===== src/rtl/rkpd_pkg.sv =====
// Shared types and field widths for the random-key permutation decoder.
// No dependencies; used by the controller, the datapath and the top level.
`timescale 1ns / 1ps
`default_nettype none
package rkpd_pkg;

   localparam int KEY_W = 32;
   localparam int ID_W  = 16;

   typedef enum logic {
      ST_LOAD,
      ST_DRAIN
   } state_type;

   typedef struct packed {
      logic insert;
      logic drain;
   } cmd_type;

   typedef struct packed {
      logic last_one;
   } status_type;

endpackage
`default_nettype wire


===== src/rtl/rkpd_controller.sv =====
// Sequencer of the decoder: load phase, fill count and drain phase.
// Depends on rkpd_pkg for the state, command and status types.
`timescale 1ns / 1ps
`default_nettype none
module rkpd_controller #(
   parameter int MAX_ITEMS = 64
) (
   input  wire                   clock,
   input  wire                   reset,
   input  wire                   start,
   input  wire                   last_in,
   input  rkpd_pkg::status_type  status,
   output logic                  busy,
   output rkpd_pkg::cmd_type     cmd
);

   localparam int CNT_W = $clog2(MAX_ITEMS + 1);

   rkpd_pkg::state_type state_ff, state_in;
   logic [CNT_W-1:0]    count_ff, count_in;

   always_ff @(posedge clock) begin
      if (reset) begin
         state_ff <= rkpd_pkg::ST_LOAD;
         count_ff <= '0;
      end else begin
         state_ff <= state_in;
         count_ff <= count_in;
      end
   end

   always_comb begin
      state_in   = state_ff;
      count_in   = count_ff;
      cmd.insert = 1'b0;
      cmd.drain  = 1'b0;
      busy       = 1'b0;
      case (state_ff)
         rkpd_pkg::ST_LOAD: begin
            if (start) begin
               cmd.insert = 1'b1;
               if (last_in || (count_ff == CNT_W'(MAX_ITEMS - 1))) begin
                  count_in = '0;
                  state_in = rkpd_pkg::ST_DRAIN;
               end else begin
                  count_in = count_ff + 1'b1;
               end
            end
         end
         rkpd_pkg::ST_DRAIN: begin
            busy      = 1'b1;
            cmd.drain = 1'b1;
            if (status.last_one) begin
               state_in = rkpd_pkg::ST_LOAD;
            end
         end
         default: begin
            state_in = rkpd_pkg::ST_LOAD;
         end
      endcase
   end

endmodule
`default_nettype wire


===== config.mk =====
export PLATFORM = sky130hd
export DESIGN_NAME = rkpd_controller
export DESIGN_NICKNAME = d
export VERILOG_FILES = /design/src/rtl/rkpd_pkg.sv /design/src/rtl/rkpd_controller.sv
export SDC_FILE = /design/constraint.sdc
export NUM_CORES = 1
export LEC_CHECK = 0
export ABC_AREA = 1
export BUFFER_PORTS_ARGS = -buffer_cell sky130_fd_sc_hd__buf_4
export CELL_PAD_IN_SITES_DETAIL_PLACEMENT = 1
export CELL_PAD_IN_SITES_GLOBAL_PLACEMENT = 1
export CORE_MARGIN = 4
export CORE_UTILIZATION = 31
export DETAILED_ROUTE_END_ITERATION = 10
export GPL_TIMING_DRIVEN = 0
export PLACE_DENSITY_LB_ADDON = 0.12
export SETUP_SLACK_MARGIN = 0.02
export SYNTH_ARGS = -nofsm -noshare
export SYNTH_HDL_FRONTEND = slang
export SYNTH_SLANG_ARGS = --single-unit

===== constraint.sdc =====
create_clock -name clock -period 1.05 [get_ports clock]
set_input_delay 0.105 -clock clock [delete_from_list [all_inputs] [get_ports clock]]
set_output_delay 0.105 -clock clock [all_outputs]
set_load 0.02 [all_outputs]

==> summary.txt <==
CTS
  – Root Driver: clkbuf_4
  – Hold-fix buffer count after cts: 0
  – Worst-path clk slew: 0.06 ns
  – TritonCTS Buffers: 3
  – Clk_lat worst skew: around 0.25 ns
  – CTS tree: yes
  – H-tree Lvls: 1
  – Sink Count: 8
  – Clk buf depth: 2

Global route
  – GRT Overall Usage: 11.8%
  – Initial antenna violation count: 0
  – First-pass GRT wire length: approximately 1600 microns
  – Number of global-route vias before repair: 361
  – Largest net degree at the start of global routing: 7
  – GR Overflow Total: 0

Drt
  – Routed WL per cell: ~13 microns
  – Post-route ant nets: 0
  – Met2 WL: 589 microns
  – Metal-1 WL: approximately 470 microns
  – Detailed-route via count: 387
  – DRT iter0 DRCs: 0
  – Final wirelength: roughly 1100 microns
  – Remaining DRCs: 0
  – First drt pass iteration count: 1
  – Highest Signal Layer: met4
  – Vias per cell: approximately 4.4
  – Wire length on met3: 34 microns

Final layout
  – Final layout net count: 81
  – Final core occ: between 50% and 60%
  – Area delta synth->final: 57.1%
  – Final instance area: 633 sq um
  – Share of layout cells above drive strength 1: a little over half
  – N_diodes: 0
  – Non-filler instance count after layout: 87

STA
  – Unrepaired setup endpoints after global routing: true
  – Final setup violation count: 7
  – Tmin final: around 1.1 ns
  – Fin worst setup slack: -0.0672 ns
  – Worst Tran Pin Value: approximately 0.16 ns
  – Relative slew slack: 88.8%
  – Max Freq: roughly 900 MHz
  – Clock skew: around 0.0051 ns
  – Hold Violations, Final: 0
  – Period utilization: 106%
  – Hold Slack: approximately 0.027 ns
  – Setup TNS: -0.289 ns
  – Slew Viols, Final: 0

Setup path
  – CP Capture Type: flip-flop
  – CP endpoint: count_ff[2]
  – Crit Path Class: reg -> reg
  – Peak fanout along the critical path: 3
  – Worst reg2reg path depth: 7
  – RR Startpoint: count_ff[0]
  – Reg2Reg Setup Slack: -0.07 ns
  – Worst path arrival time: 1.31 ns
  – Worst reg2reg endpoint: count_ff[2]
  – Worst setup SP type: flip-flop
  – CP Launch Point: count_ff[0]
  – Data required, critical path: 1.24 ns

Place
  – HPWL after detailed placement: 706 microns
  – Placed instance area: approximately 500 sq um
  – Final estimated routing congestion in global placement: approximately 0.68
  – Number of port buffers: 7
  – Place WS: -0.150 ns
  – Placed cells: 76

Logic synthesis
  – Main flop type after synthesis: dfxtp_1
  – Synth cell types: 20
  – Number of flops mapped to enable cells by yosys: 0
  – Synth Cell Area: approximately 400 sq um
  – Synthesized flop and latch total: 8
  – Mapped Nets: a little over 60
  – Mapped Cells: between 50 and 60
  – Mean Syn Cell Area: between 7 and 8 sq um
  – Most common cell in the synthesized netlist: nand2_1
  – Top post-synthesis cells by area: dfxtp_1, nand2_1, inv_1
  – Synth warn: 0
  – Post-synth top cells: nand2_1, inv_1, dfxtp_1, nor2_1, nand3_1
  – Area share of the largest cell type after synthesis: 39.8%
  – Sequential area share after synthesis: 39.8%
  – Ys async rst share: 0%
  – Cell accounting for the most synthesized area: dfxtp_1

Floorplan
  – Chip width: approximately 44 microns
  – Core area: about 1200 sq um
  – Die ar.: a little under 2000 sq um
  – Row cnt: 12
  – Die Ht: 44.1 microns
  – Initial core utilization: about 34%
  – Ports: 8

Power and ir drop
  – Static leakage: ~0.28 nW
  – VDD IR max: 0.000605 V
  – Pwr/cell area: 1090 nW/um^2
  – Power consumption: around 0.7 mW

Job
  – Max Cap Violations: 0

Hold path
  – Worst hold-check path type: in -> reg

Status
  – Failing checks: negative setup slack
  – Outcome: finished with violations
[cells by family (layout without fill, tap and decap cells)]
kind of cell	count (synthesis)	in the layout	share of synthesized area, %
mux	1	1	2.48
fa+ha+maj	1	1	3.11
flops	8	8	39.8
simple gates	28	28	32.6
compound gates	4	4	6.52
buf+inv	11	29	11.2
xor+xnor	2	2	4.35
[sequential cells by signal, indices dropped and copies added (netlist names)]
signal and count:
count_ff 7, state_ff 1
[worst min path at each step]
stage | slack [ns] | cells after the start | to | from
floorplan | 0.17 | 1 | state_ff | reset
global placement | 0.28 | 2 | state_ff | reset
detailed placement | 0.28 | 2 | state_ff | reset
CTS | 0.00008 | 2 | state_ff | reset
global route | 0.007 | 2 | state_ff | reset
finish | 0.03 | 2 | state_ff | reset
[area by class of cell]
class                           count  area (sq um)
Multi-Input combinational cell     36           262
Fill cell                         146           538
Buffer                              1          7.51
Inverter                           10          40.0
Clock buffer                        3          22.5
Sequential cell                     8           171
Tap cell                           14          17.5
Timing Repair Buffer               15           113
[layer usage]
metal	global-route usage, %	vias up
li1	-	208
met1	12.9	173
met2	19.8	4
met3	4.88	2
met4	5.42	0
met5	0	-
[power by group]
part | total [mW] | internal [mW] | switching, mW
registers | 0.320 | 0.312 | 0.00801
clock network | 0.238 | 0.131 | 0.107
logic | 0.132 | 0.0689 | 0.0636
total | 0.690 | 0.512 | 0.179
[layout by cell type, fill, tap and decap left out]
cell type / n
a21oi_2: 1
xnor2_1: 1
clkbuf_4: 3
buf_4: 16
mux2i_1: 1
or2_2: 1
nand2_1: 10
dfxtp_2: 3
dfxtp_1: 3
inv_1: 8
nor2_2: 3
o21ai_1: 1
nand3_2: 1
nand4_1: 1
xor2_1: 1
o21bai_4: 1
nor2_1: 4
nand2_4: 2
nand3_1: 3
inv_4: 1
nand3_4: 2
a21oi_1: 1
inv_2: 1
nor3_1: 1
dfxtp_4: 2
ha_4: 1
[worst max-delay path, stage by stage, from the launching register on]
cell     delay (ns)
dfxtp_4        0.35
ha_4           0.15
inv_1          0.06
o21ai_1        0.15
nand2_1        0.09
nor2_1         0.12
nand2_1        0.06
inv_1          0.06
[repair_timing]
| action | 4_1_cts | 5_1_grt |
|---|---|---|
| setup endpoints to repair | 8 | 9 |
| gates cloned | 0 | 0 |
| gates resized for setup | 10 | 6 |
| buffers inserted | 5 | 3 |
| pin swaps | 4 | 3 |
(Power assumes the default switching activity.)
